## config.mk

```make
export PLATFORM = sky130hd
export DESIGN_NAME = cfe_front_flat
export DESIGN_NICKNAME = d
export VERILOG_FILES = /design/src/hw/rtl/cfe_pkg.sv /design/src/hw/rtl/cfe_if.sv /design/src/hw/rtl/cfe_front.sv /design/src/flat_wrapper.sv
export SDC_FILE = /design/constraint.sdc
export NUM_CORES = 1
export LEC_CHECK = 0
export BUFFER_PORTS_ARGS = -buffer_cell sky130_fd_sc_hd__buf_2
export CORE_MARGIN = 4
export CORE_UTILIZATION = 50
export DETAILED_ROUTE_END_ITERATION = 12
export GPL_TIMING_DRIVEN = 0
export PLACE_DENSITY = 0.87
export SYNTH_ARGS = -nofsm -noshare
export SYNTH_HDL_FRONTEND = slang
export SYNTH_SLANG_ARGS = --single-unit
```

## constraint.sdc

```tcl
create_clock -name clk_i -period 4.05 [get_ports clk_i]
set_input_delay 0.2025 -clock clk_i [delete_from_list [all_inputs] [get_ports clk_i]]
set_output_delay 0.2025 -clock clk_i [all_outputs]
set_load 0.005 [all_outputs]
```

## src/hw/rtl/cfe_pkg.sv

```systemverilog
package cfe_pkg;

  localparam int unsigned DATA_W   = 32;
  localparam int unsigned DIFF_W   = DATA_W + 1;
  localparam int unsigned LIMIT_W  = 16;
  localparam int unsigned STATUS_W = 2;
  localparam int unsigned COUNT_W  = 32;

  typedef enum logic [STATUS_W-1:0] {
    STATUS_OK        = 2'd0,
    STATUS_NEAR_ZERO = 2'd1,
    STATUS_SATURATED = 2'd2
  } status_e;

  typedef enum logic {
    KIND_FIRST,
    KIND_NEXT
  } term_kind_e;

  // one queued term, x - node already formed by the front part
  typedef struct packed {
    term_kind_e                 kind;
    logic                       last;
    logic signed [DATA_W-1:0]   coeff;
    logic signed [DIFF_W-1:0]   diff;
  } term_t;

  typedef struct packed {
    logic  valid;
    term_t term;
  } term_head_t;

  typedef enum logic [2:0] {
    BK_IDLE,
    BK_FACTOR,
    BK_LANES,
    BK_CHECK,
    BK_DIVIDE,
    BK_EMIT
  } back_state_e;

endpackage

```

## src/hw/rtl/cfe_if.sv

```systemverilog
interface cfe_term_if;
  logic                             valid;
  logic                             ready;
  logic                             first_term;
  logic                             last_term;
  logic signed [cfe_pkg::DATA_W-1:0] eval_point;
  logic signed [cfe_pkg::DATA_W-1:0] coefficient;
  logic signed [cfe_pkg::DATA_W-1:0] node;

  modport source (output valid, first_term, last_term, eval_point, coefficient, node,
                  input ready);
  modport sink (input valid, first_term, last_term, eval_point, coefficient, node,
                output ready);
endinterface


```

## src/hw/rtl/cfe_front.sv

```systemverilog
module cfe_front (
  input  logic                clk_i,
  input  logic                rst_ni,
  cfe_term_if.sink            term_in,
  output cfe_pkg::term_head_t head_o,
  input  logic                pop_i
);

  localparam logic [1:0] LEVEL_FULL = 2'd2;

  logic signed [cfe_pkg::DATA_W-1:0] point_q;
  cfe_pkg::term_t                    entry_q [2];
  logic                              wr_ptr_q;
  logic                              rd_ptr_q;
  logic [1:0]                        level_q;
  logic [1:0]                        level_d;
  logic                              push;
  cfe_pkg::term_t                    new_term;

  assign term_in.ready = (level_q != LEVEL_FULL);
  assign push          = term_in.valid && term_in.ready;

  // the front keeps its own copy of x, so the difference is formed on entry
  always_comb begin
    new_term.kind  = term_in.first_term ? cfe_pkg::KIND_FIRST : cfe_pkg::KIND_NEXT;
    new_term.last  = term_in.last_term;
    new_term.coeff = term_in.coefficient;
    new_term.diff  = {point_q[cfe_pkg::DATA_W-1], point_q}
                   - {term_in.node[cfe_pkg::DATA_W-1], term_in.node};
  end

  always_comb begin
    level_d = level_q;
    case ({push, pop_i})
      2'b10:   level_d = level_q + 2'd1;
      2'b01:   level_d = level_q - 2'd1;
      default: level_d = level_q;
    endcase
  end

  always_ff @(posedge clk_i or negedge rst_ni) begin
    if (!rst_ni) begin
      point_q  <= '0;
      wr_ptr_q <= 1'b0;
      rd_ptr_q <= 1'b0;
      level_q  <= '0;
    end else begin
      level_q <= level_d;
      if (push) begin
        wr_ptr_q <= ~wr_ptr_q;
        if (term_in.first_term) begin
          point_q <= term_in.eval_point;
        end
      end
      if (pop_i) begin
        rd_ptr_q <= ~rd_ptr_q;
      end
    end
  end

  always_ff @(posedge clk_i) begin
    if (push) begin
      entry_q[wr_ptr_q] <= new_term;
    end
  end

  assign head_o.valid = (level_q != 2'd0);
  assign head_o.term  = entry_q[rd_ptr_q];

endmodule

```

## src/flat_wrapper.sv

```systemverilog
// flat-port wrapper written by rule: the top's interface ports become plain ports
module cfe_front_flat 
  (clk_i, rst_ni, head_o, pop_i, term_in_valid, term_in_first_term, term_in_last_term, term_in_eval_point, term_in_coefficient, term_in_node, term_in_ready);
  cfe_term_if term_in_i ();
  input  logic clk_i;
  input  logic rst_ni;
  output cfe_pkg::term_head_t head_o;
  input  logic pop_i;
  input wire logic [$bits(term_in_i.valid)-1:0] term_in_valid;
  input wire logic [$bits(term_in_i.first_term)-1:0] term_in_first_term;
  input wire logic [$bits(term_in_i.last_term)-1:0] term_in_last_term;
  input wire logic [$bits(term_in_i.eval_point)-1:0] term_in_eval_point;
  input wire logic [$bits(term_in_i.coefficient)-1:0] term_in_coefficient;
  input wire logic [$bits(term_in_i.node)-1:0] term_in_node;
  output wire logic [$bits(term_in_i.ready)-1:0] term_in_ready;
  assign term_in_i.valid = term_in_valid;
  assign term_in_i.first_term = term_in_first_term;
  assign term_in_i.last_term = term_in_last_term;
  assign term_in_i.eval_point = term_in_eval_point;
  assign term_in_i.coefficient = term_in_coefficient;
  assign term_in_i.node = term_in_node;
  assign term_in_ready = term_in_i.ready;
  cfe_front u_core (.clk_i(clk_i), .rst_ni(rst_ni), .term_in(term_in_i), .head_o(head_o), .pop_i(pop_i));
endmodule
```

Word level (Yosys, flattened, before mapping)
Memories as Yosys holds them, arrays and structs flattened.
Cells that the tools add are included.
{ "op_classes": {"n_addsub": 3, "n_mul": 0, "div": 0, "order_cmp": 0, "eq_ne": 3, "shifts": 0, "muxes": 4, "bitwise": 2, "n_reduce_logical": 4} }
{ "ops": {"columns": ["op", "n"], "rows": [
  ["subtractor 32 x 32 -> 33 bit", 1],
  ["one-hot mux 2 bit (2 select lines)", 1],
  ["nonzero test 2 bit", 2],
  ["2-to-1 mux 1 bit", 3],
  ["adder 2 x 1 -> 2 bit, second input constant", 1],
  ["equality test 2 x 1 -> 1 bit, second input constant", 1],
  ["equality test 2 bit, second input constant", 1],
  ["!= test 2 bit, second input constant", 1],
  ["NOT 1 bit", 2],
  ["AND reduction 2 bit", 1],
  ["subtractor 2 x 1 -> 2 bit, second input constant", 1],
  ["logical AND 1 bit", 1]
]} }
{ "word_totals": {"regBits": 36, "latchBits": 0, "mem_bits_rw": 134, "mem_bits_ro": 0, "inputBits": 102, "output_inout_bits": 69, "memories": 1} }
{ "memory_table": {"columns": ["name", "depth", "word_bits", "read_ports", "rd_clocked_by_memory_dff", "wr", "line_no", "text"], "rows": [
  ["u_core.entry_q", 2, 67, 1, 0, 1, "cfe_front.sv:12", "cfe_pkg::term_t entry_q [2];"]
]} }

Depth between registers and ports, before layout
Gate-level depths: netlist (run 1).
{ "logic_depth": {"word_depth": 4, "depth_mapped": 10, "ltp_nobuf": 10} }

Least setup slack after synthesis (run 1)
Ideal clock, no wire load.
{ "synth_path": {"path_kind": "register to register", "startpoint": "reg u_core.level_q[0]", "endpoint": "mem u_core.entry_q[0][0] in the netlist's numbering, enable pin", "setup_ps": 492, "t_arrival_ps": 3480, "slack_ps": 77, "path_stages_with_launch": 4, "path_buffers": 0, "period_less_slack_ps": 3973, "path_cell_list": "dfrtp_1 > nand2b_1 > nand2_1 > nor2_1"} }
{ "synth_via": {"elab_chain_len": 4} }
{ "synth_rtl": {"columns": ["element", "line_no", "text"], "rows": [
  ["from (decl)", "cfe_front.sv:15", "logic [1:0] level_q;"],
  ["from (signal assigned)", "cfe_front.sv:48", "level_q <= level_d;"],
  ["!= test 2 bit", "cfe_front.sv:20", "assign term_in.ready = (level_q != LEVEL_FULL);"],
  ["net term_in_ready", "flat_wrapper.sv:15", "output wire logic [$bits(term_in_i.ready)-1:0] term_in_ready;"],
  ["logical AND 1 bit", "cfe_front.sv:21", "assign push = term_in.valid && term_in.ready;"],
  ["2-to-1 mux 1 bit", "cfe_front.sv:62", "if (push) begin"],
  ["2-to-1 mux 1 bit (implied by the code)", "cfe_front.sv:63", "entry_q[wr_ptr_q] <= new_term;"],
  ["to (decl)", "cfe_front.sv:12", null]
]} }
The timed path passes the listed nets, and every way through them passes these cells.

==> metrics.csv, run 1 <==
metric,value,unit
result of the run,completed,
unrepaired setup endpoints after global routing,no,
final max-slew violation count,0,
number of antenna violations at the first check in global routing,0,
H-tree levels,4,
max frequency,363,MHz
ys flop type,edfxtp_1,
final core utilization,64.2,%
Worst-Margin Slew,0.910,ns
data required time of the worst path,4.27,ns
starting density of the core,51.1,%
crit path DAT,2.98,ns
largest net degree at the start of global routing,68,
critical path launch point type,flip-flop,
DRC violation total after the first TritonRoute iteration,298,
worst-case vdd ir drop,364,uV
maximum clock insertion buffer count,2,
worst clock skew,0.00693,ns
layout cell share with drive strength beyond 1,39.5,%
number of iterations in the first detailed-routing pass,5,
instance area at placement,9340,um2
area of the die,18400,um2
Power Density,766,nW/um2
asr flop ratio synth,21.2,%
synthesized net count,715,
CTS clock-pin slew for the worst setup and hold paths,0.06,ns
final antenna diode count,0,
insertion delay of the later-clocked pin in the worst-skew pair,0.41,ns
global placer's final weighted congestion,0.856,
first-pass GRT wire length,26800,um
class of the tightest hold or removal check,in -> reg,
number of top-level pins,171,
area of the core,15900,um2
count of flip-flops with a built-in enable after synthesis,134,
number of placement rows,46,
chip width,136,um
largest fanout on the critical path,4,
TritonCTS clock tree,done,
combined global-route utilization of all metal layers,18.9,%
total DRC errors in the routed layout,0,
number of maximum-capacitance constraint violations,0,
total wire length after detailed routing,17300,um
final setup violation count,0,
number of storage elements in the synthesis netlist,170,
Tmin final,2.76,ns
layout-stage area growth over the synthesis result,25.7,%
number of distinct library cells after synthesis,64,
drt wl/cell,16.8,um
Setup crit end kind,flip-flop,
buffers added on ports,170,
start-to-end type of the worst setup path,reg -> reg,
register area share after synthesis,60.4,%
number of instances in the synthesized netlist,579,
Setup Buffers After CTS,0,
number of warning messages in the yosys log,0,
number of buffers added by the clock tree synthesis step,17,
post-synth design cell area,8150,um2
headroom to the max-slew limit,39.3,%
total overflow reported by the global router,0,
sinks on the clock net,170,
Post-layout nets,941,
remaining antenna violation count,0,
vias in the first global route,5501,
static leakage,0.00425,uW
height of the die,136,um
via count,5400,
total non-filler cell area in the finished layout,10200,um2
quantity of gates resized following cts,0,
total count of hold-check failures in the final report,0,
sum of net half-perimeters after detailed placement,12300,um
final clock period utilization by the worst path,68.1,%
Root Buffer Master,clkbuf_16,
via density per instance,5.22,
fillcell total,1197,
mean instance size in the synthesized netlist,14.1,um2
synth_stat cells (all sizes together) (2+ instances only):
master    n  area share, %
o211ai    3           0.28
nor3      2           0.18
xnor2    21            2.3
a31oi     9           0.69
and2      3           0.23
xor2     12            1.3
a21o     12            1.1
ha       33            5.1
mux2    100             14
o21bai    6           0.55
nand2b    5           0.38
nor2     18           0.83
edfxtp  134             49
or2       2           0.15
nand2    22            1.0
o21a      4           0.37
nand3     4           0.25
a211o     2           0.21
clkbuf    9           0.41
a21oi    28            2.0
nor2b     7           0.54
and3      3           0.26
nand4     4           0.31
a211oi    2           0.18
inv      41            1.9
buf      11           0.83
o21ai    18            1.2
a221o     2           0.25
dfrtp    36             11
o211a     2           0.25
and4      2           0.23
logic make-up (layout without fill, tap and decap cells):
group / count (synthesis) / after routing / synth area share [%]
buffers and inverters: 61 / 300 / 3.13
AO/OA/AOI/OAI: 103 / 103 / 8.69
XOR/XNOR: 33 / 33 / 3.55
adder cells (fa/ha/maj): 34 / 34 / 5.31
multiplexers: 100 / 100 / 13.8
AND/OR/NAND/NOR: 78 / 78 / 5.08
flip-flops: 170 / 170 / 60.4
metrics by stage:
step | TNS, ns | std cells | setup WS (ns) | power [uW] | hold slack (ns)
finish | 0 | 1034 | 1.29 | 7840 | 0.0212
global route | 0 | 1034 | 1.13 | 8340 | 0.00209
CTS | 0 | 1034 | 1.20 | 7870 | 0.00274
detailed placement | 0 | 967 | 1.36 | 6330 | 0.353
global placement | -89.32 | 965 | -1.34 | 6200 | 0.346
floorplan | 0 | 579 | 0.0773 | 5250 | -0.0931
cells in the final DEF (no fill, tap or decap), types with 2 or more instances in the layout:
| cell | n |
|---|---|
| and2_1 | 3 |
| o21ai_0 | 13 |
| o21a_1 | 4 |
| nor2_1 | 17 |
| xnor2_1 | 21 |
| nand3_1 | 4 |
| a31oi_1 | 9 |
| clkinvlp_4 | 6 |
| a21o_1 | 11 |
| buf_2 | 173 |
| and3_2 | 2 |
| inv_1 | 41 |
| dlygate4sd3_1 | 35 |
| dfrtp_1 | 36 |
| a221o_1 | 2 |
| buf_16 | 2 |
| a211oi_1 | 2 |
| a211o_1 | 2 |
| xor2_1 | 12 |
| o21ai_1 | 4 |
| o211a_1 | 2 |
| mux2_2 | 100 |
| nor2b_1 | 7 |
| buf_1 | 5 |
| o211ai_1 | 3 |
| nand2b_1 | 5 |
| buf_6 | 3 |
| nand2_1 | 22 |
| a21oi_1 | 24 |
| nand4_1 | 4 |
| ha_1 | 33 |
| clkinv_1 | 3 |
| clkbuf_1 | 9 |
| clkinv_4 | 2 |
| a21oi_2 | 3 |
| inv_6 | 2 |
| o21bai_1 | 6 |
| clkbuf_16 | 17 |
| edfxtp_1 | 134 |
registers in the layout (all words and copies together) (netlist names):
name / flops
u_core.wr_ptr_q: 1
u_core.point_q: 32
u_core.level_q: 2
u_core.rd_ptr_q: 1
u_core.entry_q: 134
worst max-delay path: stages, from the launching register on:
cell      delay, ns
dfrtp_1        0.35
inv_1          0.05
ha_1           0.19
fa_1           0.41
nor2b_1        0.16
o31a_1         0.20
o311ai_1       0.12
o21ai_1        0.36
o21ai_1        0.21
a31oi_1        0.26
xor2_1         0.26
layout make-up:
class                   instances  area (um2)  area share (%)
well taps                     216         270            2.64
plain buffers                  20         101           0.990
clock buffers                  17         425            4.15
flip-flops and latches        170        4920            48.1
multi-input cells             348        2980            29.1
repair buffers                207        1260            12.3
clock inverters                15         126            1.23
inverters                      41         154            1.50
final timing paths:
path / start / to / slack, ns / depth (start not counted)
min in group asynchronous: rst_ni / u_core.level_q[1] / 0.46 / 2
min reg2reg: u_core.level_q[1] / u_core.level_q[1] / 0.50 / 1
max: u_core.point_q[0] / u_core.entry_q[0][28] / 1.29 / 10
max reg2reg: u_core.point_q[0] / u_core.entry_q[0][28] / 1.29 / 10
max in group asynchronous: rst_ni / u_core.point_q[0] / 3.06 / 2
min: term_in_eval_point[11] / u_core.point_q[11] / 0.02 / 2
power by group:
group | switching (uW) | internal [uW]
registers | 192 | 2780
logic | 1820 | 1560
clock network | 652 | 843
per-layer routing:
layer | GRT usage [%] | part of all wire (%) | up-vias | routed length, um
met5 | 0 | 0 | - | 0
met3 | 4.46 | 6.2 | 35 | 1070
met4 | 8.40 | 2.9 | 0 | 495
met1 | 22.6 | 41 | 2571 | 7110
met2 | 32.7 | 50 | 176 | 8670
li1 | - | - | 2618 | -
repair_timing:
item                       in CTS  in global routing
hold endpoints to repair      103                  0
setup endpoints to repair       0                  0
hold buffers                   35                  0
No activity file was read; power rests on OpenSTA's default activity.
==> inputs of run 2 (changes only) <==
ABC_AREA = 1   (was default)
CORE_UTILIZATION = 51   (was 50)
clock period = 2.4 ns   (was 4.05 ns; I/O delays follow)
==> run 2 against run 1 <==
Against the previous run:
- wire length rose by 16%
- clock skew rose by 0.0029 ns
- cell count rose by 31%
- first-iteration DRC count rose by 10%
- non-clock buffer count rose by 27
- design area rose by 12%
- sequential cell count did not move
- clock power rose by 89%
- register-to-register slack got worse by 1.1 ns
- via count rose by 21%
- worst setup slack got worse by 1.1 ns
- combinational power rose by 89%
- critical path type unchanged
- largest power group unchanged
==> metrics.csv, run 2 <==
metric,value,unit
result of the run,completed,
start-to-end type of the worst setup path,reg -> reg,
Worst-Margin Slew,0.847,ns
total DRC errors in the routed layout,0,
number of storage elements in the synthesis netlist,170,
number of distinct library cells after synthesis,32,
area of the die,19700,um2
asr flop ratio synth,21.2,%
Finished Layout Cells,1356,
area taken by multi-input logic gates,3300,um2
largest registers ranked by flip-flop count,"u_core.entry_q x134, u_core.point_q x32, u_core.level_q x2",
number of flip-flops under the largest register name,134,
final setup violation count,0,
"commonest non-fill, non-tap cells in the layout","nand2_1, buf_2, inv_1",
static leakage,0.00558,uW
H-tree levels,4,
number of buffers added by the clock tree synthesis step,17,
synthesized net count,993,
largest fanout on the critical path,3,
first-pass GRT wire length,32600,um
drt wl/cell,14.8,um
GR met1 Demand/Resource,25.9,%
Sequential cell area,4920,um2
final antenna diode count,0,
met2 routing resource usage after global routing,37.6,%
sinks on the clock net,170,
CTS clock-pin slew for the worst setup and hold paths,0.07,ns
total count of hold-check failures in the final report,0,
dominant delay contributor by cell family on the critical path,simple AND/OR/NAND/NOR gates,
Setup crit end kind,flip-flop,
CP max stage cell,fa_1,
"area leader, netlist",edfxtp_1,
number of instances in the synthesized netlist,857,
total negative slack,0,ns
number of warning messages in the yosys log,0,
number of iterations in the first detailed-routing pass,7,
register area share after synthesis,55.2,%
fillcell total,1251,
total wire length after detailed routing,20000,um
via density per instance,4.83,
global-route track usage on met3,4.27,%
Power Density,1240,nW/um2
layout cell share with drive strength beyond 1,28.6,%
combined global-route utilization of all metal layers,21.0,%
insertion delay of the later-clocked pin in the worst-skew pair,0.42,ns
data required time of the worst path,2.56,ns
number of antenna violations at the first check in global routing,0,
worst-case vdd ir drop,572,uV
max frequency,452,MHz
via count,6549,
number of maximum-capacitance constraint violations,0,
remaining antenna violation count,0,
class of the tightest hold or removal check,in -> reg,
DRC violation total after the first TritonRoute iteration,328,
Synth top area share,45.1,%
minimum hold slack,0.0814,ns
ys flop type,edfxtp_1,
top-count cell post-synth,nand2_1,
number of top-level pins,171,
height of the die,140,um
buffers added on ports,170,
largest net degree at the start of global routing,37,
post-synth design cell area,8920,um2
Post-layout nets,1254,
most frequent cells after synthesis,"nand2_1, inv_1, edfxtp_1",
number of placement rows,48,
final clock period utilization by the worst path,92.2,%
count of flip-flops with a built-in enable after synthesis,134,
vias in the first global route,6682,
sum of net half-perimeters after detailed placement,14600,um
global placer's final weighted congestion,0.890,
critical path launch point type,flip-flop,
worst clock skew,0.00981,ns
quantity of gates resized following cts,0,
chip width,140,um
Root Buffer Master,clkbuf_16,
CP most frequent cell,nand2_1,
most common library cell in the layout ignoring fill and taps,nand2_1,
headroom to the max-slew limit,43.5,%
Most Crowded Layer GR,met2,
buffering stage count on the worst path with inverters included,2,
worst path cell trace,inv_1 -> ha_1 -> fa_1 -> inv_1 -> nand2_1 -> nand2_1 -> nand3_1 -> nand2_1 -> nand2_1 -> nand2_2 -> nand2_1 -> nand3_1 -> nand2_1,
total overflow reported by the global router,0,
layout-stage area growth over the synthesis result,28.4,%
starting density of the core,51.8,%
unrepaired setup endpoints after global routing,no,
TritonCTS clock tree,done,
Inst Count DP,1256,
biggest area contributors in the synthesized netlist,"edfxtp_1, nand2_1, dfrtp_1, mux2_2, inv_1",
mean instance size in the synthesized netlist,10.4,um2
maximum clock insertion buffer count,2,
Tmin final,2.21,ns
area of the core,17200,um2
worst stage delay on the critical path,0.41,ns
crit path DAT,2.37,ns
register with the most flip-flops,u_core.entry_q,
final max-slew violation count,0,
run 2: changes by cell type after synthesis, moves of 7 or more:
cell      before  now
nand2_1       22  254
inv_1         41  161
mux2_2       100   71
mux2_4         0   26
nor2_1        18   44
nand3_1        4   22
xnor2_1       21    3
a21o_1        11    1
o21ai_0       13    3
a31oi_1        9    0
clkbuf_1       9    1
nor2b_1        7    0
run 2: final cells by class:
class | instances | area share (%)
multi-input combinational | 513 | 28.8
buffer | 12 | 0.961
tap | 225 | 2.46
sequential | 170 | 43.0
clock inverter | 14 | 1.63
timing repair buffer | 242 | 14.2
clock buffer | 18 | 3.74
inverter | 162 | 5.31
run 2: cell families (layout without fill, tap and decap cells):
family	after synthesis	count (layout)	share of synthesized area [%]
flops	170	170	55.2
fa+ha+maj	34	34	4.85
compound gates	28	28	1.63
buf+inv	174	448	8.05
xor+xnor	18	18	1.77
mux	97	97	13.3
simple gates	336	336	15.2
run 2: power breakdown:
part	switching [uW]	internal [uW]	total, uW
logic	3610	2750	6360
registers	350	4640	4990
clock network	1170	1670	2830
total	5130	9050	14200
run 2: worst paths after layout:
kind | start | endpoint | slack, ns | cells past startpoint
min in group asynchronous | rst_ni | u_core.rd_ptr_q | 0.33 | 2
setup reg to reg | u_core.point_q[0] | u_core.entry_q[1][28] | 0.19 | 13
setup / recovery | u_core.point_q[0] | u_core.entry_q[1][28] | 0.19 | 13
hold / removal | term_in_first_term | u_core.entry_q[0][66] | 0.08 | 2
max in group asynchronous | rst_ni | u_core.point_q[1] | 1.52 | 2
hold reg to reg | u_core.point_q[5] | u_core.point_q[5] | 0.51 | 1
run 2: timing repair:
item                                    in CTS  in global routing
buffers inserted                             0                  0
endpoints found under the setup margin       0                  0
hold endpoints to repair                   136                  0
hold buffers                                68                  0
run 2: layer usage:
metal	share of wire, %	up-vias
met5	0	-
met1	42	3068
li1	-	3284
met2	51	172
met3	4.7	25
met4	1.5	0
run 2: per-stage QoR:
| step | area, um2 | total power, uW | worst slack [ns] | util (%) |
|---|---|---|---|---|
| 2_1_floorplan | 8940 | 9210 | 0.370 | - |
| 3_3_place_gp | 10100 | 11000 | -0.150 | 58.4 |
| 3_5_place_dp | 10200 | 11300 | 0.232 | 59.0 |
| 4_1_cts | 11500 | 14200 | 0.152 | 66.5 |
| 5_1_grt | 11500 | 15200 | 0.0376 | 66.5 |
| 6_report | 11500 | 14200 | 0.187 | 66.5 |
run 2: worst reg2reg max path, delay by kind of cell (launching register included):
family	cells	cell delay (ns)
and+or+nand+nor	9	0.84
DFF	1	0.32
adders and majority gates	2	0.61
buffers and inverters	2	0.18
==> inputs of run 3 (changes only) <==
ABC_AREA = default   (was 1)
CORE_UTILIZATION = 50   (was 51)
==> run 3 against run 2 <==
Against the previous run:
- the flow now finishes with violations (setup timing)
- register-to-register slack got worse by 0.45 ns
- via count fell by 9.8%
- first-iteration DRC count rose by 22%
- total power rose by 2.3%
- non-clock buffer count rose by 27
- cell count fell by 20%
- worst setup slack got worse by 0.45 ns
- maximum frequency fell by 17%
- clock-buffer cell count fell by 1
- wire length barely moved
- highest routed layer unchanged
==> metrics.csv, run 3 (synthesized netlist as in run 1, its figures left out) <==
metric,value,unit
starting density of the core,51.1,%
dominant delay contributor by cell family on the critical path,compound AO/OA/AOI/OAI gates,
Tmin final,2.66,ns
sinks on the clock net,170,
number of buffers added by the clock tree synthesis step,17,
total overflow reported by the global router,0,
buffers added on ports,170,
first-pass GRT wire length,29300,um
Worst-Margin Slew,0.930,ns
cell depth of the worst setup path,10,
worst-case vdd ir drop,675,uV
result of the run,"complete, but fails checks",
CP max stage cell,dfrtp_1,
Root Buffer Master,clkbuf_16,
final setup violation count,28,
critical path launch point type,flip-flop,
destination of the worst hold path,u_core.wr_ptr_q,
final clock period utilization by the worst path,111,%
number of flip-flops under the largest register name,134,
Sequential cell area,4920,um2
maximum clock insertion buffer count,2,
class of the tightest hold or removal check,in -> reg,
chip width,136,um
violations in the final reports,setup timing,
minimum hold slack,0.0932,ns
worst stage delay on the critical path,0.38,ns
vias in the first global route,5931,
layout cell share with drive strength beyond 1,46.9,%
register with the most flip-flops,u_core.entry_q,
hold path start,term_in_valid,
largest fanout on the critical path,3,
total DRC errors in the routed layout,0,
Setup crit end kind,flip-flop,
static leakage,0.00458,uW
height of the die,136,um
layout-stage area growth over the synthesis result,37.0,%
sum of net half-perimeters after detailed placement,12400,um
H-tree levels,4,
number of maximum-capacitance constraint violations,0,
CTS clock-pin slew for the worst setup and hold paths,0.06,ns
drt wl/cell,18.4,um
Finished Layout Cells,1088,
start-to-end type of the worst setup path,reg -> reg,
insertion delay of the later-clocked pin in the worst-skew pair,0.42,ns
worst path cell trace,inv_2 -> ha_4 -> fa_2 -> nor2b_4 -> o31a_1 -> o311ai_2 -> o21ai_2 -> o21ai_2 -> a31oi_1 -> xor2_1,
setup slack after placement,-0.307,ns
crit path DAT,2.88,ns
final max-slew violation count,0,
DRC violation total after the first TritonRoute iteration,401,
number of iterations in the first detailed-routing pass,6,
beginning of the worst register-to-register path,u_core.point_q[0],
data required time of the worst path,2.62,ns
area of the core,15900,um2
most common library cell in the layout ignoring fill and taps,buf_2,
total negative slack,-2.56,ns
CP most frequent cell,o21ai_2,
max frequency,376,MHz
largest registers ranked by flip-flop count,"u_core.entry_q x134, u_core.point_q x32, u_core.level_q x2",
hold path depth,3,
remaining antenna violation count,0,
via density per instance,5.43,
number of placement rows,46,
worst clock skew,0.00615,ns
power consumption,14500,uW
buffering stage count on the worst path with inverters included,1,
fillcell total,1032,
flop2flop setup slack,-0.26,ns
final antenna diode count,0,
area taken by multi-input logic gates,3420,um2
total count of hold-check failures in the final report,0,
headroom to the max-slew limit,38.0,%
number of top-level pins,171,
Power Density,1300,nW/um2
endpoint of the most critical register-to-register path,u_core.entry_q[1][28],
largest net degree at the start of global routing,68,
combined global-route utilization of all metal layers,20.4,%
number of antenna violations at the first check in global routing,0,
PnR worst setup slack,-0.259,ns
Post-layout nets,995,
number of cells on the worst reg-to-reg path,10,
"commonest non-fill, non-tap cells in the layout","buf_2, edfxtp_1, mux2_2",
TritonCTS clock tree,done,
total wire length after detailed routing,20000,um
via count,5907,
global placer's final weighted congestion,0.861,
area of the die,18400,um2
unrepaired setup endpoints after global routing,yes,
Inst Count DP,967,
[run 3: metrics by stage]
stage | utilization, % | instance area [um2]
after floorplan | - | 8160
after global placement | 58.2 | 9280
after detailed placement | 58.5 | 9330
after CTS | 67.5 | 10800
after global routing | 70.0 | 11200
final | 70.0 | 11200
[run 3: report_power, final]
part           total [uW]  leakage [uW]  internal (uW)  switching [uW]
clock network        2490      0.000258           1340            1150
registers            5060       0.00167           4690             367
logic                6950       0.00266           3310            3640
total               14500       0.00458           9340            5160
[run 3: how the worst max path moves through the flow]
| stage | startpoint | endpoint | slack (ns) |
|---|---|---|---|
| floorplan | u_core.point_q[18] | u_core.entry_q[0][31] | 0.11 |
| global placement | u_core.point_q[0] | u_core.entry_q[0][28] | -0.25 |
| detailed placement | u_core.point_q[0] | u_core.entry_q[1][28] | -0.31 |
| CTS | u_core.point_q[0] | u_core.entry_q[1][28] | -0.09 |
| global route | u_core.point_q[13] | u_core.entry_q[0][28] | -0.31 |
| finish | u_core.point_q[0] | u_core.entry_q[1][28] | -0.26 |
[run 3: final cells by class]
class                   count  share of cell area [%]
flip-flops and latches    170                    44.1
multi-input cells         348                    30.6
repair buffers            265                    15.8
clock buffers              17                    3.81
well taps                 216                    2.42
inverters                  41                    1.38
clock inverters            15                    1.04
plain buffers              16                   0.773
[run 3: repair_timing]
item	CTS	global route
pin swaps	19	41
resized for setup	29	62
setup buffers	10	16
hold buffers	68	0
endpoints found under the setup margin	46	35
endpoints found under the hold margin	137	0
[run 3: layer usage]
metal	wire length [um]	track usage (%)	vias to the layer above	share of wire, %
li1	-	-	2715	-
met2	10100	35.4	283	51
met3	1150	3.31	69	5.7
met5	0	0	-	0
met4	858	9.80	0	4.3
met1	7890	25.0	2840	39
[run 3: worst min-delay path, stage by stage]
cell and delay (ns):
buf_2 0.11, nand2_1 0.16, xnor2_1 0.08
